File: src/rtl/mmt_pkg.sv
`timescale 1ns / 1ps
`default_nettype none
// ----------------------------------------------------------------------------
// mmt_pkg
// Shared types and codes for the multiset mex tracker: field widths, status
// codes and the command/status bundles between controller and datapath.
// ----------------------------------------------------------------------------
package mmt_pkg;

  localparam int unsigned VAL_W  = 16;
  localparam int unsigned LIM_W  = 10;
  localparam int unsigned MEX_W  = 11;
  localparam int unsigned STAT_W = 2;

  localparam int unsigned IN_TDATA_W  = 16;
  localparam int unsigned OUT_TDATA_W = 16;

  localparam logic [LIM_W-1:0] LIMIT_RESET = 10'd1023;

  localparam logic [STAT_W-1:0] STS_DONE    = 2'd0;
  localparam logic [STAT_W-1:0] STS_IGNORED = 2'd1;
  localparam logic [STAT_W-1:0] STS_ABSENT  = 2'd2;
  localparam logic [STAT_W-1:0] STS_SAT     = 2'd3;

  localparam logic ACT_INSERT = 1'b0;

  typedef struct packed {
    logic clear;
    logic accept;
    logic rd_item;
    logic modify;
    logic clamp;
    logic rd_walk;
    logic step;
    logic load_out;
  } mmt_cmd_t;

  typedef struct packed {
    logic clear_last;
    logic ignored;
    logic walk_end;
    logic walk_nonzero;
    logic out_free;
  } mmt_sts_t;

endpackage
`default_nettype wire

File: src/rtl/mmt_ctrl.sv
`timescale 1ns / 1ps
`default_nettype none
// ----------------------------------------------------------------------------
// mmt_ctrl
// Sequencer: clearing pass, read-modify-write of one count, mex clamp and
// upward walk, result hand-off.
// ----------------------------------------------------------------------------
module mmt_ctrl (
  input  wire               clk,
  input  wire               rst_n,
  input  wire               in_tvalid,
  output logic              in_tready,
  input  mmt_pkg::mmt_sts_t sts,
  output mmt_pkg::mmt_cmd_t cmd
);
  import mmt_pkg::*;

  typedef enum logic [7:0] {
    S_CLEAR   = 8'b0000_0001,
    S_IDLE    = 8'b0000_0010,
    S_READ    = 8'b0000_0100,
    S_MODIFY  = 8'b0000_1000,
    S_CLAMP   = 8'b0001_0000,
    S_WALK_RD = 8'b0010_0000,
    S_WALK_CK = 8'b0100_0000,
    S_DONE    = 8'b1000_0000
  } state_t;

  state_t state_r, state_nxt;

  assign in_tready = (state_r == S_IDLE);

  always_comb begin
    state_nxt = state_r;
    cmd       = '0;
    unique case (state_r)
      S_CLEAR: begin
        cmd.clear = 1'b1;
        if (sts.clear_last) state_nxt = S_IDLE;
      end
      S_IDLE: begin
        if (in_tvalid) begin
          cmd.accept = 1'b1;
          state_nxt  = S_READ;
        end
      end
      S_READ: begin
        if (sts.ignored) begin
          state_nxt = S_CLAMP;
        end else begin
          cmd.rd_item = 1'b1;
          state_nxt   = S_MODIFY;
        end
      end
      S_MODIFY: begin
        cmd.modify = 1'b1;
        state_nxt  = S_CLAMP;
      end
      S_CLAMP: begin
        cmd.clamp = 1'b1;
        state_nxt = S_WALK_RD;
      end
      S_WALK_RD: begin
        if (sts.walk_end) begin
          state_nxt = S_DONE;
        end else begin
          cmd.rd_walk = 1'b1;
          state_nxt   = S_WALK_CK;
        end
      end
      S_WALK_CK: begin
        if (sts.walk_nonzero) begin
          cmd.step  = 1'b1;
          state_nxt = S_WALK_RD;
        end else begin
          state_nxt = S_DONE;
        end
      end
      S_DONE: begin
        if (sts.out_free) begin
          cmd.load_out = 1'b1;
          state_nxt    = S_IDLE;
        end
      end
      default: state_nxt = S_CLEAR;
    endcase
  end

  always_ff @(posedge clk) begin
    if (!rst_n) begin
      state_r <= S_CLEAR;
    end else begin
      state_r <= state_nxt;
    end
  end

endmodule
`default_nettype wire

File: config.mk
export PLATFORM = sky130hd
export DESIGN_NAME = mmt_ctrl
export DESIGN_NICKNAME = d
export VERILOG_FILES = /design/src/rtl/mmt_pkg.sv /design/src/rtl/mmt_ctrl.sv
export SDC_FILE = /design/constraint.sdc
export NUM_CORES = 1
export LEC_CHECK = 0
export BUFFER_PORTS_ARGS = -buffer_cell sky130_fd_sc_hd__buf_4
export CORE_UTILIZATION = 25
export CTS_CLUSTER_SIZE = 14
export DETAILED_ROUTE_END_ITERATION = 7
export PLACE_DENSITY_LB_ADDON = 0.15
export SYNTH_ARGS = -nofsm -noshare
export SYNTH_HDL_FRONTEND = slang
export SYNTH_SLANG_ARGS = --single-unit
File: constraint.sdc
create_clock -name clk -period 1.6 [get_ports clk]
set_input_delay 0.16 -clock clk [delete_from_list [all_inputs] [get_ports clk]]
set_output_delay 0.16 -clock clk [all_outputs]
set_load 0.05 [all_outputs]
[Word level (Yosys, flattened, before mapping)]
Index checks and enable logic that the tools add are counted.
Widths: inputs -> output; s select.
Operators by class
  equal/unequal tests: 11
  muxes and demuxes: 20
  reductions and logical operators: 1
Operators with widths (number)
  $pmux 8 s8: 1
  $mux 8: 5
  $mux 1: 13
  $eq 8x1->1 const B: 1
  $eq 8x2->1 const B: 1
  $eq 8x3->1 const B: 1
  $eq 8x4->1 const B: 1
  $eq 8x5->1 const B: 1
  $eq 8x6->1 const B: 1
  $eq 8x7->1 const B: 1
  $eq 8x8->1 const B: 1
  $ne 2x2->1 const B: 3
  $mux 5: 1
  $reduce_and 3->1: 1
Storage, ports and cells
  logic and storage cells: 33
  output and inout port bits: 9
  bits in registers: 8

[Longest topological paths before layout]
Gate-level depths: netlist of run 1.
  word-level depth: 3
  gate-level depth with buffers: 5

[Worst setup path before layout of run 1]
No wires, ideal clock.
  path type: register -> output
  start point: reg state_r[2]
  end point: out cmd[0] (netlist bit)
  path slack: -0.807 ns
  path buffers: 1
  arrival time: 2.247 ns
  stages on the path, launching flop included: 5
  cells stage by stage: dfxtp_1 -> buf_6 -> nor3_2 -> nand2_1 -> nor4_1
RTL lines
  from (decl): line mmt_ctrl.sv:29  | state_t state_r, state_nxt;
  from (signal assigned): line mmt_ctrl.sv:93  | state_r <= state_nxt;
  to (decl): line mmt_ctrl.sv:14  | output mmt_pkg::mmt_cmd_t cmd

==> reports/summary.txt, run 1 <==
outcome -> complete, but fails checks
failing checks -> negative setup slack
final wirelength -> 1756 µm
min Tclk post-route -> 1.728 ns
Top FF cell, synth -> dfxtp_1
max cap viols -> 0
Startpoint Class -> register
Gate power share -> 0.663
CTS max path bufs -> 2
critical path peak fanout -> 3
ys async rst share -> 0
synthesized flop and latch total -> 8
Clock Latency Late Sink -> 0.26 ns
TritonCTS buffer count -> 3
FF-to-FF path depth -> 7
Critical Path RT -> 1.44 ns
vias in the first global route -> 627
nets -> 117
gr ovfl total -> 0
HP Start -> sts[2]
Hold Path Class -> input port to register
Mapped Avg Cell Area -> 8.204 µm²
Crit Path Class -> register to output port
Post-DRT Antenna Nets -> 0
Switch Pwr -> 582.3 µW
share of cells above drive strength 1 -> 0.6262
H-tree depth -> 1
fillers -> 190
Finished Cell Area -> 1076 µm²
synth top area cells -> dfxtp_1, nor4_4, nand2b_1, nor2_1, nor3_1
root buffer cell -> clkbuf_4
RSZ-0062 raised after global routing -> yes
Max-slew headroom -> 0.7437
Seq/Total Area, Yosys -> 0.2789
fmax -> 578.7 MHz
DRT Pass-1 Iters -> 4
total number of vias -> 670
Hold Path Stages -> 2
die width -> 49.93 µm
port bufs -> 16
GRT Resource Usage Total -> 0.1571
worst path arrival time -> 1.57 ns
Yosys top cell by area -> dfxtp_1
switching fraction of total power -> 0.4425
Synth Instances -> 70
top flop regs -> state_r: 8 flops
Max Transition Viols Final -> 0
clk_skew -> 0.009720 ns
Power Density -> 1223 nW/µm²
final hold vios -> 0
CP endpoint kind -> output port
ANT cells -> 0
Pleak -> 0.4405 nW
Routed wire per std cell -> 13.10 µm
Post-synth EDFFs -> 0
max reg flops -> 8
reg2reg start -> state_r[4]
Initial Utilization -> 0.2785
largest net degree at the start of global routing -> 8
part of the cycle the worst path needs -> 1.080
gpl congestion -> 0.7339
drt first-iter violations -> 9
io pins -> 17
via/cell ratio -> 5.000
Synth Warn # -> 0
Synth top area share -> 0.2789
HPWL after DPL -> 1189 µm
Netlist cell types -> 34
CTS tree -> yes
Internal -> 733.8 µW
Num Clock Sinks -> 8
multi-input logic area -> 498.0 µm²
area delta synth->final -> 87.36%
Tot Pwr -> 1.316 mW
Core ar. -> 2062 µm²
die height -> 49.93 µm
number of core rows -> 16
Reg power frac -> 0.212
power share of the clock group -> 0.125
DP Area -> 830.8 µm²
drt drc -> 0
register area -> 168.9 µm²
Peak supply drop -> 1.101 mV
Final setup viols -> 6
Final Worst Setup Slack -> -0.1280 ns
Post-Syn Nets -> 78
first-pass GRT wire length -> 2863 µm
total die area -> 2493 µm²
initial antenna violation count -> 0
Syn Std Cell Area -> 574.3 µm²
Biggest register -> state_r
Synth top cells by count -> dfxtp_1, nor2_1, nand2_1, nand2b_1, nor3_1
Clock transition at path regs -> 0.07 ns
Worst-Margin Slew -> 0.3810 ns
origin of the worst setup path -> state_r[4]
placed cells by master (no fill, tap or decap), drive strengths merged, types with 2 or more instances in the layout:
cell type / count
nor3: 6
clkbuf: 3
dfxtp: 8
or2: 2
nand2b: 5
inv: 3
buf: 37
o22a: 2
nor4: 6
nor2: 8
nand2: 5
a211oi: 2
a21oi: 2
final cells by class:
| class | instances | share of cell area |
|---|---|---|
| inverter | 4 | 0.01744 |
| timing repair buffer | 37 | 0.3105 |
| sequential | 8 | 0.1570 |
| clock buffer | 3 | 0.02093 |
| tap | 27 | 0.03140 |
| multi-input combinational | 55 | 0.4628 |
metal layers:
layer  part of all wire  GRT usage  vias to the layer above
met5                  0          0                        -
li1                   -          -                      336
met3              0.049    0.04938                        0
met1               0.48     0.2000                      314
met2               0.47     0.2500                       20
met4                  0    0.04762                        0
through the flow:
step	util	worst slack, ns	hold WS, ns	setup TNS (ns)	std cells
3_3_place_gp	0.4029	0.03802	0.3634	0	120
2_1_floorplan	-	-0.4732	0.2385	-1.250	70
5_1_grt	0.5218	-0.2244	0.09232	-1.156	134
4_1_cts	0.4654	-0.1360	0.08480	-0.3717	128
3_5_place_dp	0.4029	0.07858	0.3625	0	120
6_report	0.5218	-0.1280	0.1113	-0.4478	134
worst max-delay path, cell delays in order, from the launching register on:
cell and delay, ns:
dfxtp_2 0.32, or3_4 0.41, nor4_4 0.25, nand2_2 0.11, clkinvlp_4 0.09, buf_8 0.13
power by group through the flow:
stage	registers, mW	logic, mW	clock network (mW)
2_1_floorplan	0.266	0.456	0
6_report	0.279	0.873	0.165
3_3_place_gp	0.264	0.657	0
5_1_grt	0.285	0.927	0.188
4_1_cts	0.275	0.763	0.164
3_5_place_dp	0.265	0.655	0
logic make-up after synthesis:
| kind of cell | share of synthesized area |
|---|---|
| flip-flops | 0.2789 |
| multiplexers | 0.01743 |
| AND/OR/NAND/NOR | 0.4336 |
| XOR/XNOR | 0.01525 |
| AO/OA/AOI/OAI | 0.1939 |
| buffers and inverters | 0.06098 |
final timing paths:
path | endpoint | slack (ns)
worst max register to register | state_r[0] | -0.05
worst min register to register | state_r[6] | 0.67
worst max-delay path | cmd[6] | -0.13
worst min-delay path | state_r[6] | 0.11
what timing repair did:
item,in CTS,in global routing
setup buffers,5,6
gates resized for setup,20,19
pin swaps,8,7
endpoints found under the setup margin,9,13
hold buffers,0,0
(Power assumes the default switching activity.)
==> run 2, diff against run 1 <==
==> constraint.sdc (replaced) <==
create_clock -name clk -period 1.6 [get_ports clk]
set_input_delay 0.32 -clock clk [delete_from_list [all_inputs] [get_ports clk]]
set_output_delay 0.32 -clock clk [all_outputs]
set_load 0.05 [all_outputs]
==> run 2 against run 1 <==
  * The flow still finishes with violations (negative setup slack)
  * Cell count rose by 4.5%
  * Count of clock-buffer cells in the layout did not move
  * Clock power fell by 4%
  * Utilization rose by 1.8 points
==> reports/summary.txt, run 2 (same netlist as run 1, synthesis figures left out) <==
failing checks -> negative setup slack
HPWL after DPL -> 1331 µm
Core ar. -> 2062 µm²
gr ovfl total -> 0
Worst-Margin Slew -> 0.3600 ns
Peak supply drop -> 0.9582 mV
critical path peak fanout -> 2
min Tclk post-route -> 1.881 ns
Final TNS setup -> -1.751 ns
die height -> 49.93 µm
drt first-iter violations -> 5
RSZ-0062 raised after global routing -> yes
ANT cells -> 0
part of the cycle the worst path needs -> 1.176
Crit Path Class -> register to output port
Max-slew headroom -> 0.7596
most common cell after layout, fill and taps aside -> buf_4
io pins -> 17
Pleak -> 0.4642 nW
drt drc -> 0
total die area -> 2493 µm²
clk_skew -> 0.004946 ns
total number of vias -> 675
Final setup viols -> 9
Power Density -> 1226 nW/µm²
Hold Path Class -> input port to register
CP endpoint kind -> output port
top flop regs -> state_r: 8 flops
die width -> 49.93 µm
port bufs -> 16
Hold-fix buffers, CTS -> 0
initial antenna violation count -> 0
Post-DRT Antenna Nets -> 0
CTS tree -> yes
largest net degree at the start of global routing -> 13
critical path, cell by cell -> or3_4 > nor4_4 > nand2_2 > clkinvlp_4 > buf_8
most frequent cells in the layout -> buf_4, buf_6, nor2_1
Tot Pwr -> 1.366 mW
Critical Path RT -> 1.28 ns
vias in the first global route -> 663
Clock transition at path regs -> 0.05 ns
area delta synth->final -> 93.90%
TritonCTS buffer count -> 3
worst path arrival time -> 1.56 ns
crit-path max cell delay -> 0.40 ns
Critical-path top delay cell -> or3_4
Initial Utilization -> 0.2785
fmax -> 531.6 MHz
max reg flops -> 8
max cap viols -> 0
hold slack -> 0.2514 ns
via/cell ratio -> 4.821
root buffer cell -> clkbuf_4
Routed wire per std cell -> 13.06 µm
CTS max path bufs -> 2
Startpoint Class -> register
GRT Resource Usage Total -> 0.1700
Final Worst Setup Slack -> -0.2811 ns
Max Transition Viols Final -> 0
first-pass GRT wire length -> 3118 µm
DRT Pass-1 Iters -> 2
gpl congestion -> 0.7653
Num Clock Sinks -> 8
Biggest register -> state_r
H-tree depth -> 1
final hold vios -> 0
share of cells above drive strength 1 -> 0.6283
fillers -> 210
outcome -> complete, but fails checks
nets -> 123
number of core rows -> 16
Clock Latency Late Sink -> 0.26 ns
final wirelength -> 1829 µm
[run 2: where the power goes]
group	switching (mW)	internal [mW]	leakage (nW)	total, mW
Clock	0.0728	0.0861	0.0138	0.159
Combinational	0.471	0.456	0.384	0.927
Sequential	0.0362	0.243	0.0664	0.280
[run 2: layout make-up]
type | instances | area [µm²] | share of cell area
clock buffers | 3 | 22.52 | 0.02022
inverters | 4 | 18.77 | 0.01685
multi-input cells | 55 | 491.7 | 0.4416
flip-flops and latches | 8 | 167.7 | 0.1506
well taps | 27 | 33.78 | 0.03034
repair buffers | 43 | 379.1 | 0.3404
[run 2: repair_timing]
item                       CTS  global route
setup buffers                5             3
setup endpoints to repair   10            11
pin swaps                   10             6
gates resized for setup     21             9
[run 2: per-layer routing]
layer	part of all wire	wire length, µm	vias to the layer above	global-route usage
li1	-	-	345	-
met1	0.47	865	306	0.2208
met2	0.45	827	17	0.2613
met3	0.037	67	7	0.04321
met4	0.038	69	0	0.07619
met5	0	0	-	0
[run 2: path summary, 6_finish.rpt]
path | from | end | slack, ns | cells past startpoint
setup / recovery | state_r[4] | cmd[6] | -0.28 | 5
setup reg to reg | state_r[4] | state_r[0] | 0 | 6
hold reg to reg | state_r[2] | state_r[4] | 0.65 | 3
hold / removal | sts[3] | state_r[3] | 0.25 | 2
[run 2: critical path: cells and delay by family, from the launching register on]
kind / cells / cell delay, ns
and+or+nand+nor: 3 / 0.76
DFF: 1 / 0.31
buffers and inverters: 2 / 0.23
[run 2: per-stage QoR]
step / worst slack (ns) / utilization / instances / instance area, µm²
2_1_floorplan: -0.6332 / - / 70 / 658.1
5_1_grt: -0.3731 / 0.5400 / 140 / 1114
6_report: -0.2811 / 0.5400 / 140 / 1114
4_1_cts: -0.2826 / 0.5152 / 138 / 1062
3_5_place_dp: -0.08945 / 0.4521 / 130 / 932.1
3_3_place_gp: -0.03701 / 0.4521 / 130 / 932.1
==> run 3, diff against run 2 <==
ABC_CLOCK_PERIOD_IN_PS = 1930   (was default)
CORE_AREA = 2 2 39 41   (was default)
CORE_UTILIZATION = default   (was 25)
DIE_AREA = 0 0 41 43   (was default)
clock period = 1.93 ns   (was 1.6 ns; I/O delays follow)
==> run 3 against run 2 <==
  * The run now ends clean
  * Power is 28% lower
  * Setup slack improved by 0.31 ns
  * Non-clock buffer count is 15 lower
  * Critical path depth stayed put
  * Cell count shrank 19%
  * Combinational power down 33%
  * Final area fell by 15%
  * Sequential share of layout area is 2.5 points higher
  * Count of clock-buffer cells in the layout unchanged
  * Flip-flop and latch count did not move
  * Largest power group unchanged
  * Highest routed layer unchanged
==> reports/summary.txt, run 3 (same netlist as run 1, synthesis figures left out) <==
outcome -> completed
io pins -> 17
min Tclk post-route -> 1.898 ns
area delta synth->final -> 64.27%
root buffer cell -> clkbuf_4
drt drc -> 0
Hold Path Stages -> 2
max cap viols -> 0
Crit Path Class -> register to output port
vias in the first global route -> 550
Final setup viols -> 0
Tot Pwr -> 978.3 µW
Clock Latency Late Sink -> 0.25 ns
Core ar. -> 1384 µm²
ANT cells -> 0
die height -> 43 µm
HP Start -> sts[2]
GRT Resource Usage Total -> 0.1996
CTS tree -> yes
reg-to-reg slack, setup -> 0.27 ns
most common cell after layout, fill and taps aside -> buf_4
TritonCTS buffer count -> 3
crit-path max cell delay -> 0.42 ns
hold slack -> 0.3163 ns
Startpoint Class -> register
critical path peak fanout -> 3
largest net degree at the start of global routing -> 13
fmax -> 526.7 MHz
FF-to-FF path depth -> 6
Clock transition at path regs -> 0.06 ns
H-tree depth -> 1
Critical-path top delay cell -> or3_4
total die area -> 1763 µm²
Biggest register -> state_r
Post-DRT Antenna Nets -> 0
Pleak -> 0.3849 nW
max reg flops -> 8
RSZ-0062 raised after global routing -> yes
HPWL after DPL -> 1085 µm
Peak supply drop -> 0.9710 mV
CTS max path bufs -> 2
reg2reg start -> state_r[4]
drt first-iter violations -> 11
worst path arrival time -> 1.51 ns
Max-slew headroom -> 0.6570
Critical Path RT -> 1.54 ns
share of cells above drive strength 1 -> 0.5612
final hold vios -> 0
Num Clock Sinks -> 8
Routed wire per std cell -> 13.42 µm
Final Util -> 0.6817
gr ovfl total -> 0
top flop regs -> state_r: 8 flops
fillers -> 116
multi-input logic area -> 469.2 µm²
Worst-Margin Slew -> 0.5102 ns
Max Transition Viols Final -> 0
part of the cycle the worst path needs -> 0.9837
hold path endpoint -> state_r[6]
clk_skew -> 0.0008229 ns
most frequent cells in the layout -> buf_4, buf_6, nor2_1
Initial Utilization -> 0.4150
Power Density -> 1037 nW/µm²
Hold Path Class -> input port to register
CP Buf/Inv Count -> 2
nets -> 108
Hold-fix buffers, CTS -> 0
gpl congestion -> 0.7560
port bufs -> 16
final wirelength -> 1530 µm
register area -> 165.2 µm²
total number of vias -> 637
critical path, cell by cell -> or3_4 > nor4_4 > nand2_2 > clkinvlp_4 > buf_8
CP top delay family -> simple AND/OR/NAND/NOR gates
first-pass GRT wire length -> 2359 µm
die width -> 41 µm
number of core rows -> 14
DRT Pass-1 Iters -> 4
RR Endpoint -> state_r[1]
CP endpoint kind -> output port
via/cell ratio -> 5.588
initial antenna violation count -> 0
-- run 3: cell count changes in the layout (fill, tap and decap cells not counted), sizes merged --
cell  previous run  this run
buf             43        28
-- run 3: what timing repair did --
action                     CTS  global route
gates resized for setup     15            12
pin swaps                    3             6
buffers inserted             2             3
setup endpoints to repair    7             8
-- run 3: per-layer routing --
layer  vias up  part of all wire  global-route usage
met4         0             0.018              0.1000
met1       295              0.46              0.2866
li1        317                 -                   -
met5         -                 0                   0
met3         4             0.056             0.06283
met2        21              0.47              0.2594
-- run 3: worst max-delay path by stage --
stage	start	endpoint	slack, ns	depth (start not counted)
floorplan	state_r[2]	cmd[6]	-0.37	5
global placement	state_r[5]	cmd[6]	0.18	5
detailed placement	state_r[5]	cmd[6]	0.18	5
CTS	state_r[0]	cmd[5]	0.01	5
global route	state_r[4]	cmd[6]	-0.03	5
finish	state_r[4]	cmd[6]	0.03	5
-- run 3: worst reg2reg max path, stage by stage (launching register included) --
cell,delay [ns]
dfxtp_2,0.32
buf_4,0.15
nor3_4,0.22
nand2_2,0.11
buf_4,0.16
o31ai_1,0.47
nor3_1,0.11
-- run 3: layout make-up --
| class | count | share of cell area |
|---|---|---|
| Timing Repair Buffer | 28 | 0.2626 |
| Multi-Input combinational cell | 55 | 0.4973 |
| Inverter | 4 | 0.01989 |
| Tap cell | 16 | 0.02122 |
| Sequential cell | 8 | 0.1751 |
| Clock buffer | 3 | 0.02387 |
-- run 3: where the power goes --
part | switching [mW] | internal, mW | leakage (nW)
Combinational | 0.345 | 0.277 | 0.304
Sequential | 0.0299 | 0.194 | 0.0670
Clock | 0.0612 | 0.0715 | 0.0138
-- run 3: per-stage QoR --
stage | setup WS, ns | TNS, ns | cell area (µm²) | instances
global route | -0.02909 | -0.05523 | 943.4 | 114
finish | 0.03152 | 0 | 943.4 | 114
global placement | 0.1805 | 0 | 783.3 | 106
detailed placement | 0.1817 | 0 | 783.3 | 106
floorplan | -0.3712 | -0.5056 | 610.6 | 70
CTS | 0.01441 | 0 | 869.6 | 111
